$ cat config.mk
export PLATFORM = sky130hd
export DESIGN_NAME = keypad_scan_with_counter_display
export DESIGN_NICKNAME = d
export VERILOG_FILES = /design/src/design/kpscd_pkg.sv /design/src/design/kpscd_scan.sv /design/src/design/keypad_scan_with_counter_display.sv
export SDC_FILE = /design/constraint.sdc
export NUM_CORES = 1
export LEC_CHECK = 0
export BUFFER_PORTS_ARGS = -buffer_cell sky130_fd_sc_hd__clkbuf_2
export CELL_PAD_IN_SITES_DETAIL_PLACEMENT = 1
export CELL_PAD_IN_SITES_GLOBAL_PLACEMENT = 2
export CORE_MARGIN = 5
export CORE_UTILIZATION = 26
export DETAILED_ROUTE_END_ITERATION = 7
export HOLD_SLACK_MARGIN = 0.06
export PLACE_DENSITY = 0.75
export SYNTH_ARGS = -nofsm -noshare
export SYNTH_HDL_FRONTEND = slang
export SYNTH_SLANG_ARGS = --single-unit
$ cat constraint.sdc
create_clock -name clock -period 1.75 [get_ports clock]
set_input_delay 0.2625 -clock clock [delete_from_list [all_inputs] [get_ports clock]]
set_output_delay 0.2625 -clock clock [all_outputs]
set_load 0.01 [all_outputs]
$ cat src/design/kpscd_pkg.sv
`timescale 1ns / 1ps
// Shared types, codes and the keypad code table for the keypad scanner.
// No dependencies; used by every module of the block.
package kpscd_pkg;

   // Input word opcodes.
   localparam logic [1:0] OP_TICK  = 2'd0;
   localparam logic [1:0] OP_PRESS = 2'd1;
   localparam logic [1:0] OP_ROW   = 2'd2;

   // Configuration register word indexes.
   localparam logic REG_HOLD_TICKS = 1'b0;
   localparam logic REG_COUNT_TOP  = 1'b1;

   localparam logic [3:0] HOLD_TICKS_RESET = 4'd5;
   localparam logic [3:0] COUNT_TOP_RESET  = 4'd9;

   localparam int CSR_ADDR_W = 3;
   localparam int CSR_DATA_W = 32;

   // Key codes, row-major, index is {row, column}.
   localparam logic [3:0] KEY_TABLE [16] = '{
      4'h1, 4'h2, 4'h3, 4'hA,
      4'h4, 4'h5, 4'h6, 4'hB,
      4'h7, 4'h8, 4'h9, 4'hC,
      4'hF, 4'h0, 4'hE, 4'hD
   };

   typedef struct packed {
      logic [1:0] opcode;
      logic [3:0] row_levels;
   } req_word_type;

   typedef struct packed {
      logic [3:0] column_drive;
      logic       scan_busy;
      logic       key_found;
      logic [3:0] display_value;
   } rsp_word_type;

   // What the scan unit reports for the word it is handed.
   typedef struct packed {
      logic [3:0] column_drive;
      logic       scan_busy;
      logic       key_found;
      logic [3:0] key_code;
   } scan_result_type;

   function automatic logic [3:0] key_lookup(input logic [1:0] row, input logic [1:0] col);
      return KEY_TABLE[{row, col}];
   endfunction

endpackage

$ cat src/design/kpscd_scan.sv
`timescale 1ns / 1ps
// Column scan sequencer: walks the columns, finds the lowest pressed row
// and looks up the key code. Depends on kpscd_pkg.
module kpscd_scan (
   input  logic                       clock,
   input  logic                       reset,
   input  logic                       enable,
   input  logic [1:0]                 opcode,
   input  logic [3:0]                 row_levels,
   output kpscd_pkg::scan_result_type result
);

   logic       scanning_ff;
   logic       scanning_in;
   logic [1:0] column_ff;
   logic [1:0] column_in;
   logic [1:0] row_sel;
   logic       row_hit;
   logic       found;

   // Lowest row pulled low wins.
   always_comb begin
      row_hit = (row_levels != 4'hF);
      if (!row_levels[0]) begin
         row_sel = 2'd0;
      end else if (!row_levels[1]) begin
         row_sel = 2'd1;
      end else if (!row_levels[2]) begin
         row_sel = 2'd2;
      end else begin
         row_sel = 2'd3;
      end
   end

   always_comb begin
      scanning_in = scanning_ff;
      column_in   = column_ff;
      found       = 1'b0;
      case (opcode)
         kpscd_pkg::OP_PRESS: begin
            scanning_in = 1'b1;
            column_in   = 2'd0;
         end
         kpscd_pkg::OP_ROW: begin
            if (scanning_ff) begin
               if (row_hit) begin
                  found       = 1'b1;
                  scanning_in = 1'b0;
                  column_in   = 2'd0;
               end else if (column_ff == 2'd3) begin
                  scanning_in = 1'b0;
                  column_in   = 2'd0;
               end else begin
                  column_in = column_ff + 2'd1;
               end
            end
         end
         default: begin
         end
      endcase
   end

   always_comb begin
      result.column_drive = scanning_in ? ~(4'b0001 << column_in) : 4'b0000;
      result.scan_busy    = scanning_in;
      result.key_found    = found;
      result.key_code     = kpscd_pkg::key_lookup(row_sel, column_ff);
   end

   always_ff @(posedge clock) begin
      if (reset) begin
         scanning_ff <= 1'b0;
         column_ff   <= 2'd0;
      end else if (enable) begin
         scanning_ff <= scanning_in;
         column_ff   <= column_in;
      end
   end

endmodule

$ cat src/design/keypad_scan_with_counter_display.sv
`timescale 1ns / 1ps
// Top level of the 4x4 keypad scanner with counter display.
// Depends on kpscd_pkg and kpscd_scan.
//
//   channel  direction  ports                               carries
//   req      in         req_valid, req_stall, req_word      opcode and row levels
//   rsp      out        rsp_valid, rsp_stall, rsp_word      columns, busy, found, display
//   csr      in/out     csr_psel .. csr_pready (APB-style)  hold_ticks, count_top
//
// Every word gives exactly one result word, offered on rsp once it has passed
// the input register and the result register; a new word can be accepted in
// every cycle while rsp is not stalled, the rate being set by the single pass
// of tick, scan and display logic between the input register and the result
// register. Reset is synchronous, clears the valid flags and the scan, tick,
// hold and display state, and restores the register defaults (hold 5 ticks,
// count top 9). A stall on rsp holds the result register, and one more word
// still enters the input register before req_stall rises.
module keypad_scan_with_counter_display (
   input  logic                                clock,
   input  logic                                reset,
   input  logic                                req_valid,
   output logic                                req_stall,
   input  kpscd_pkg::req_word_type             req_word,
   output logic                                rsp_valid,
   input  logic                                rsp_stall,
   output kpscd_pkg::rsp_word_type             rsp_word,
   input  logic                                csr_psel,
   input  logic                                csr_penable,
   input  logic                                csr_pwrite,
   input  logic [kpscd_pkg::CSR_ADDR_W-1:0]    csr_paddr,
   input  logic [kpscd_pkg::CSR_DATA_W-1:0]    csr_pwdata,
   output logic [kpscd_pkg::CSR_DATA_W-1:0]    csr_prdata,
   output logic                                csr_pready
);

   // Configuration registers. Only the word index bit of the address is
   // decoded, so each register answers at its word address.
   logic [3:0] hold_ticks_ff;
   logic [3:0] count_top_ff;
   logic       csr_write;
   logic       csr_index;

   assign csr_pready = 1'b1;
   assign csr_index  = csr_paddr[2];
   assign csr_write  = csr_psel && csr_penable && csr_pwrite && csr_pready;

   always_ff @(posedge clock) begin
      if (reset) begin
         hold_ticks_ff <= kpscd_pkg::HOLD_TICKS_RESET;
         count_top_ff  <= kpscd_pkg::COUNT_TOP_RESET;
      end else if (csr_write) begin
         if (csr_index == kpscd_pkg::REG_HOLD_TICKS) begin
            hold_ticks_ff <= csr_pwdata[3:0];
         end else begin
            count_top_ff <= csr_pwdata[3:0];
         end
      end
   end

   always_comb begin
      if (csr_index == kpscd_pkg::REG_HOLD_TICKS) begin
         csr_prdata = {{(kpscd_pkg::CSR_DATA_W-4){1'b0}}, hold_ticks_ff};
      end else begin
         csr_prdata = {{(kpscd_pkg::CSR_DATA_W-4){1'b0}}, count_top_ff};
      end
   end

   // Input register. It loads whenever it is empty or its word moves on to
   // the result register, so a waiting result does not block one new word.
   logic                    in_valid_ff;
   logic                    in_valid_in;
   kpscd_pkg::req_word_type in_word_ff;
   logic                    rsp_valid_ff;
   logic                    rsp_valid_in;
   kpscd_pkg::rsp_word_type rsp_word_ff;
   kpscd_pkg::rsp_word_type rsp_word_in;
   logic                    advance;
   logic                    accept;

   assign advance   = in_valid_ff && (!rsp_valid_ff || !rsp_stall);
   assign req_stall = in_valid_ff && !advance;
   assign accept    = req_valid && !req_stall;

   always_comb begin
      if (accept) begin
         in_valid_in = 1'b1;
      end else if (advance) begin
         in_valid_in = 1'b0;
      end else begin
         in_valid_in = in_valid_ff;
      end
   end

   always_ff @(posedge clock) begin
      if (reset) begin
         in_valid_ff <= 1'b0;
      end else begin
         in_valid_ff <= in_valid_in;
      end
   end

   always_ff @(posedge clock) begin
      if (accept) begin
         in_word_ff <= req_word;
      end
   end

   // Scan sequencer; its state moves only when the word moves on.
   kpscd_pkg::scan_result_type scan_result;

   kpscd_scan u_scan (
      .clock      (clock),
      .reset      (reset),
      .enable     (advance),
      .opcode     (in_word_ff.opcode),
      .row_levels (in_word_ff.row_levels),
      .result     (scan_result)
   );

   // Tick counter, key hold and display value.
   logic [3:0] tick_count_ff;
   logic [3:0] tick_count_in;
   logic [3:0] hold_left_ff;
   logic [3:0] hold_left_in;
   logic [3:0] held_key_ff;
   logic [3:0] held_key_in;
   logic [3:0] shown_value_ff;
   logic [3:0] shown_value_in;
   logic [3:0] tick_next;

   // A counter above a lowered top wraps to zero on the next tick.
   assign tick_next = (tick_count_ff < count_top_ff) ? tick_count_ff + 4'd1 : 4'd0;

   always_comb begin
      tick_count_in  = tick_count_ff;
      hold_left_in   = hold_left_ff;
      held_key_in    = held_key_ff;
      shown_value_in = shown_value_ff;
      if (in_word_ff.opcode == kpscd_pkg::OP_TICK) begin
         tick_count_in = tick_next;
         if (hold_left_ff != 4'd0) begin
            shown_value_in = held_key_ff;
            hold_left_in   = hold_left_ff - 4'd1;
         end else begin
            shown_value_in = tick_next;
         end
      end else if (scan_result.key_found) begin
         // A hold of zero stores the key but never shows it.
         held_key_in  = scan_result.key_code;
         hold_left_in = hold_ticks_ff;
      end
   end

   always_ff @(posedge clock) begin
      if (reset) begin
         tick_count_ff  <= 4'd0;
         hold_left_ff   <= 4'd0;
         held_key_ff    <= 4'd0;
         shown_value_ff <= 4'd0;
      end else if (advance) begin
         tick_count_ff  <= tick_count_in;
         hold_left_ff   <= hold_left_in;
         held_key_ff    <= held_key_in;
         shown_value_ff <= shown_value_in;
      end
   end

   // Result register.
   always_comb begin
      rsp_word_in.column_drive  = scan_result.column_drive;
      rsp_word_in.scan_busy     = scan_result.scan_busy;
      rsp_word_in.key_found     = scan_result.key_found;
      rsp_word_in.display_value = shown_value_in;
   end

   always_comb begin
      if (advance) begin
         rsp_valid_in = 1'b1;
      end else if (rsp_valid_ff && !rsp_stall) begin
         rsp_valid_in = 1'b0;
      end else begin
         rsp_valid_in = rsp_valid_ff;
      end
   end

   always_ff @(posedge clock) begin
      if (reset) begin
         rsp_valid_ff <= 1'b0;
      end else begin
         rsp_valid_ff <= rsp_valid_in;
      end
   end

   always_ff @(posedge clock) begin
      if (advance) begin
         rsp_word_ff <= rsp_word_in;
      end
   end

   assign rsp_valid = rsp_valid_ff;
   assign rsp_word  = rsp_word_ff;

endmodule

==> run_results.csv, run 1 <==
group,metric,value,unit
die,die_h,108.0,um
clocking,clock-sinks,45,
power,power_frac_comb,14.9,%
clocking,htree_levels,2,
sta,hold_viol_final,0,
critical_path,critical_path_required,1.99,ns
critical_path,crit_chain,"inv_2, ha_4, or3b_4, a221oi_4, buf_6, buf_6, nand4b_1, a21oi_1",
route,drtIter0Drc,37,
sta,timing.fmax,559.9,MHz
critical_path,cp.arrival,2.03,ns
critical_path,cp_max_fo,5,
min_path,hold_path.class,"primary input to flop",
synth,ys_seq_elements,45,
die,rows,35,
layout,fillers,1133,
grt,grt_max_degree,22,
sta,period_needed,1.786,ns
route,via_count,2038,
placed_design,hpwlAfterDp,4.627,mm
placed_design,place.gp.congestion,0.7379,
clocking,cts.hold.buffers_added,0,
die,start_util,26.91,%
layout,area_growth,28.64,%
outcome,violations,"negative setup slack",
die,fp.coreArea,9284,um2
layout,multi_input_area,1379,um2
route,drc,0,
synth,synth-seq-area-share,42.46,%
placed_design,placed_cell_area,2908,um2
synth,synthTopCellsByArea,"dfxtp_1 23%, edfxtp_1 19%, buf_4 8.7%, ha_1 6.5%, a21oi_1 5.0%",
min_path,worstHoldPathCells,1,
critical_path,slowest_delay,0.39,ns
power,swShare,27.05,%
clocking,clk_pin_slew,0.10,ns
synth,ys.flop_type,"dfxtp_1",
sta,finalWorstSetupSlack,-0.03593,ns
layout,fin_area,3214,um2
synth,synth_area_leader_cell,"dfxtp_1",
placed_design,place_inst,446,
clocking,cts_tree,"done",
synth,synth_top_area_share,23.23,%
layout,drive_gt1_share,37.76,%
sta,maxSlewViolCount,0,
layout,register_area,1066,um2
clocking,insertion_delay,0.31,ns
die,die_area,11670,um2
route,wl_per_cell,13.50,um
power,p_int,1634,uW
layout,nNetsFinal,391,
sta,final.period_utilization,102.1,%
synth,synthTopCellsByCount,"29 x buf_4, 29 x dfxtp_1, 25 x a21oi_1, 22 x nor2_1, 17 x nand2_1",
sta,finalSetupViolations,3,
layout,diodes,0,
die,ioPinCount,93,
sta,rsz0062_at_grt,"true",
route,ant_nets,0,
critical_path,critPathKind,"flop to flop",
critical_path,critPathCaptureType,"flop",
critical_path,rr_worst_depth,8,
critical_path,r2r_end,"tick_count_ff[2]$_SDFFE_PP0P_",
synth,synth_edf_count,16,
clocking,cts_root_buf,"clkbuf_8",
grt,grt_pass1_vias,2048,
power,p_per_area,696.9,nW/um2
route,firstDrtPassIters,4,
route,wirelength,6.211,mm
clocking,clockBufferDepth,2,
clocking,cts_made_buffers,5,
grt,overflow,0,
power,pwr-share-clk,33.9,%
power,power_switching,606.0,uW
synth,synth.cell_area,2499,um2
critical_path,crit_path_start,"count_top_ff[1]$_SDFFE_PP0P_",
placed_design,io_buffers,33,
route,avgViaCountPerCell,4.430,
power,power_frac_seq,51.2,%
synth,synthArstFlopShare,0,%
power,peakVddDrop,0.2530,mV
outcome,status,"complete, but fails checks",
job,cap_viol_max_count,0,
critical_path,reg2reg_from,"count_top_ff[1]$_SDFFE_PP0P_",
synth,yosysWarnings,0,
critical_path,start_kind,"flop",
power,leakage,0.001364,uW
die,fp.dieW,108.0,um
layout,stdcell_count,460,
critical_path,cp_common_cell,"buf_6",
grt,antenna_found_initial,0,
critical_path,worst-r2r-setup-slack,-0.04,ns
sta,clock_skew,0.01252,ns
grt,grtUsageTotal,11.01,%
critical_path,crit_path_end,"tick_count_ff[2]$_SDFFE_PP0P_",
grt,grt_pass1_wl,10.23,mm
synth,syn_avg_cell_area,9.501,um2
min_path,hold_path.startpoint,"req_word[0]",
critical_path,slowest_stage,"or3b_4",
synth,ys_types,50,
synth,syn_inst,263,
layout make-up:
class / count / share of cell area (%)
Clock buffer: 6 / 2.919
Clock inverter: 2 / 0.4671
Multi-Input combinational cell: 194 / 42.90
Sequential cell: 45 / 33.16
Tap cell: 129 / 5.021
Inverter: 15 / 1.752
Timing Repair Buffer: 69 / 13.78
kinds of logic (layout without fill, tap and decap cells):
logic type      after synthesis  after routing  synth area share (%)
compound gates               66             66                 17.18
other cells                   2             29                0.3006
buf+inv                      51             92                 12.42
flops                        45             45                 42.46
xor+xnor                      2              2                0.7012
fa+ha+maj                    13             13                 6.510
mux                          14             14                 5.859
simple gates                 70             70                 14.57
layer usage:
metal	vias to the layer above	wire (um)	track usage (%)
li1	1015	-	-
met3	8	260	2.507
met4	0	61	2.344
met2	38	3148	18.83
met1	977	2740	14.21
met5	-	0	0
metrics by stage:
| stage | power, uW | setup slack (ns) | hold WS, ns | utilization [%] | TNS [ns] |
|---|---|---|---|---|---|
| 6_report | 2240 | -0.03593 | 0.1288 | 34.62 | -0.06684 |
| 5_1_grt | 2351 | -0.1136 | 0.1203 | 34.62 | -0.9116 |
| 4_1_cts | 2248 | -0.03878 | 0.1216 | 33.65 | -0.1285 |
| 3_5_place_dp | 1472 | -0.1194 | 0.4426 | 31.32 | -0.9709 |
| 3_3_place_gp | 1461 | -0.1070 | 0.4442 | 31.32 | -0.8422 |
| 2_1_floorplan | 1397 | 0.007088 | 0.3346 | - | 0 |
worst min-delay path by stage:
stage                                          end  slack [ns]
global route               in_word_ff[3]$_DFFE_PP_        0.12
global placement           in_word_ff[0]$_DFFE_PP_        0.44
finish                     in_word_ff[0]$_DFFE_PP_        0.13
floorplan           shown_value_ff[2]$_SDFFE_PP0P_        0.33
CTS                        in_word_ff[5]$_DFFE_PP_        0.12
detailed placement         in_word_ff[5]$_DFFE_PP_        0.44
worst max-delay path: cells and delay by family, from the launching register on:
family	cells	cell delay [ns]
DFF	1	0.35
buffers and inverters	3	0.34
adders and majority gates	1	0.15
AOI/OAI and AO/OA	2	0.40
and+or+nand+nor	2	0.48
registers in the layout (all words and copies together), names as in the netlist:
signal,cells
count_top_ff,4
held_key_ff,4
hold_left_ff,4
hold_ticks_ff,4
in_valid_ff,1
in_word_ff,6
rsp_valid,1
rsp_word,10
shown_value_ff,4
tick_count_ff,4
u_scan.column_ff,2
u_scan.scanning_ff,1
power by group through the flow:
stage | registers [uW] | clock network (uW) | logic, uW
final | 1150 | 759 | 335
after detailed placement | 1170 | 0 | 303
after global routing | 1150 | 824 | 375
after global placement | 1170 | 0 | 294
after CTS | 1150 | 786 | 317
after floorplan | 1180 | 0 | 222
placed cells by master (no fill, tap or decap), types with 3 or more instances in the layout:
cell	n
buf_4	34
clkbuf_2	33
conb_1	29
dfxtp_1	25
nor2_1	21
a21oi_1	20
nand2_1	16
edfxtp_1	16
o21ai_0	11
inv_1	10
mux2i_1	9
ha_1	8
a21oi_2	6
mux2_2	5
a211oi_1	5
clkbuf_8	5
nor2b_1	4
a22oi_2	4
inv_2	4
ha_4	4
dfxtp_2	4
nand3_1	3
nand3_2	3
or3_2	3
repair_timing:
| item | in CTS | in global routing |
|---|---|---|
| pin swaps | 12 | 11 |
| setup buffers | 2 | 4 |
| gates resized for setup | 21 | 19 |
| setup endpoints to repair | 17 | 22 |
Power figures use the tool's default switching activity.
==> run 2, diff against run 1 <==
Settings changed: CORE_UTILIZATION 26 to 29, PLACE_DENSITY 0.75 to 0.79.
Clock period 1.75 ns to 1.74 ns, I/O delays scaled along.
==> run_results.csv, run 2 (synthesis gave the netlist of run 1 again) <==
group,metric,value,unit
critical_path,critPathCaptureType,"flop",
clocking,clk_pin_slew,0.09,ns
placed_design,place_inst,425,
route,drc,0,
clocking,cts_root_buf,"clkbuf_8",
layout,mostFrequentLayoutCell,"buf_4",
clocking,insertion_delay,0.31,ns
outcome,violations,"negative setup slack",
route,avgViaCountPerCell,4.628,
die,die_area,10570,um2
clocking,htree_levels,2,
sta,fin_setup_tns,-0.1601,ns
critical_path,slowest_stage,"or4_4",
clocking,clockBufferDepth,2,
route,via_count,2041,
critical_path,crit_path_end,"hold_left_ff[0]$_SDFFE_PP0P_",
clocking,cts_tree,"done",
sta,finalSetupViolations,8,
sta,maxSlewViolCount,0,
die,start_util,30.11,%
grt,grt_pass1_vias,2047,
layout,area_growth,28.74,%
sta,clock_skew,0.01064,ns
die,rows,33,
sta,final.period_utilization,104.1,%
layout,diodes,0,
critical_path,critical_path_required,1.98,ns
route,drtIter0Drc,43,
grt,grt_pass1_wl,9.584,mm
die,fp.coreArea,8299,um2
critical_path,crit_path_start,"in_word_ff[5]$_DFFE_PP_",
layout,stdcell_count,441,
layout,drive_gt1_share,37.80,%
grt,overflow,0,
critical_path,r2r_end,"hold_left_ff[0]$_SDFFE_PP0P_",
sta,hold_viol_final,0,
critical_path,rr_worst_depth,7,
placed_design,io_buffers,33,
critical_path,cp_max_fo,7,
sta,finalWorstSetupSlack,-0.07198,ns
clocking,cts_made_buffers,5,
grt,grt_max_degree,22,
power,leakage,0.001384,uW
power,power,2306,uW
layout,largest_reg_flops,10,
critical_path,cp.arrival,2.05,ns
route,wirelength,6.115,mm
clocking,cts.hold.buffers_added,0,
die,die_h,102.8,um
clocking,clock-sinks,45,
sta,rsz0062_at_grt,"true",
die,ioPinCount,93,
grt,grtUsageTotal,11.52,%
route,firstDrtPassIters,4,
power,peakVddDrop,0.3585,mV
layout,final_cell_mix,"37 x buf_4, 33 x clkbuf_2, 29 x conb_1, 27 x dfxtp_1, 22 x a21oi_1",
sta,timing.fmax,551.9,MHz
critical_path,critPathKind,"flop to flop",
die,fp.dieW,102.8,um
critical_path,reg2reg_from,"in_word_ff[5]$_DFFE_PP_",
min_path,hold_path.class,"primary input to flop",
placed_design,place.gp.congestion,0.8277,
sta,period_needed,1.812,ns
critical_path,crit_chain,"inv_2, ha_4, and3b_1, a22oi_2, buf_6, or4_4, a21oi_2",
critical_path,worst-r2r-setup-slack,-0.07,ns
job,cap_viol_max_count,0,
route,ant_nets,0,
critical_path,slowest_delay,0.48,ns
placed_design,hpwlAfterDp,4.394,mm
outcome,status,"complete, but fails checks",
grt,antenna_found_initial,0,
route,wl_per_cell,13.87,um
layout,nNetsFinal,396,
critical_path,start_kind,"flop",
power,p_per_area,716.8,nW/um2
run 2: cell types whose count changed in the layout (fill, tap and decap cells not counted), sizes merged:
| cell | delta |
|---|---|
| buf | +5 |
| bufinv | +1 |
| inv | -1 |
run 2: repair_timing:
action,in CTS,in global routing
buffers inserted,2,7
gates resized for setup,15,22
pin swaps,4,13
hold endpoints to repair,0,0
setup endpoints to repair,17,23
run 2: worst min path at each step:
stage | depth (start not counted) | slack [ns] | to | startpoint
floorplan | 1 | 0.33 | shown_value_ff[2]$_SDFFE_PP0P_ | reset
global placement | 1 | 0.44 | in_word_ff[0]$_DFFE_PP_ | req_word[0]
detailed placement | 1 | 0.44 | in_word_ff[3]$_DFFE_PP_ | req_word[3]
CTS | 1 | 0.11 | in_word_ff[3]$_DFFE_PP_ | req_word[3]
global route | 1 | 0.11 | in_word_ff[2]$_DFFE_PP_ | req_word[2]
finish | 1 | 0.12 | in_word_ff[0]$_DFFE_PP_ | req_word[0]
run 2: layer usage:
layer  vias up  global-route usage, %  share of wire (%)
met1       962                  14.75                 45
met2        46                  19.51                 49
met3        10                  2.030                4.7
li1       1023                      -                  -
met5         -                      0                  0
met4         0                  4.084                1.8
run 2: where the power goes:
| part | switching [uW] | internal, uW |
|---|---|---|
| Clock | 383 | 432 |
| Sequential | 23.0 | 1130 |
| Combinational | 195 | 143 |
| Total | 601 | 1710 |
run 2: critical path, delay by kind of cell (launching register included):
family	cells	cell delay (ns)
AOI/OAI and AO/OA	2	0.22
adders and majority gates	1	0.18
buffers and inverters	2	0.22
DFF	1	0.42
and+or+nand+nor	2	0.70
run 2: area by class of cell:
class,instances,area (um2)
Tap cell,105,131.4
Fill cell,983,5082
Timing Repair Buffer,74,488.0
Clock buffer,6,72.57
Multi-Input combinational cell,194,1366
Inverter,15,56.30
Clock inverter,2,38.79
Sequential cell,45,1064
run 2: per-stage QoR:
| stage | worst slack, ns | area [um2] | hold slack, ns | util [%] |
|---|---|---|---|---|
| floorplan | 0.02016 | 2619 | 0.3331 | - |
| global placement | -0.1007 | 2903 | 0.4401 | 34.98 |
| detailed placement | -0.09385 | 2903 | 0.4401 | 34.98 |
| CTS | -0.03330 | 3073 | 0.1130 | 37.03 |
| global route | -0.1115 | 3217 | 0.1078 | 38.76 |
| finish | -0.07198 | 3217 | 0.1180 | 38.76 |
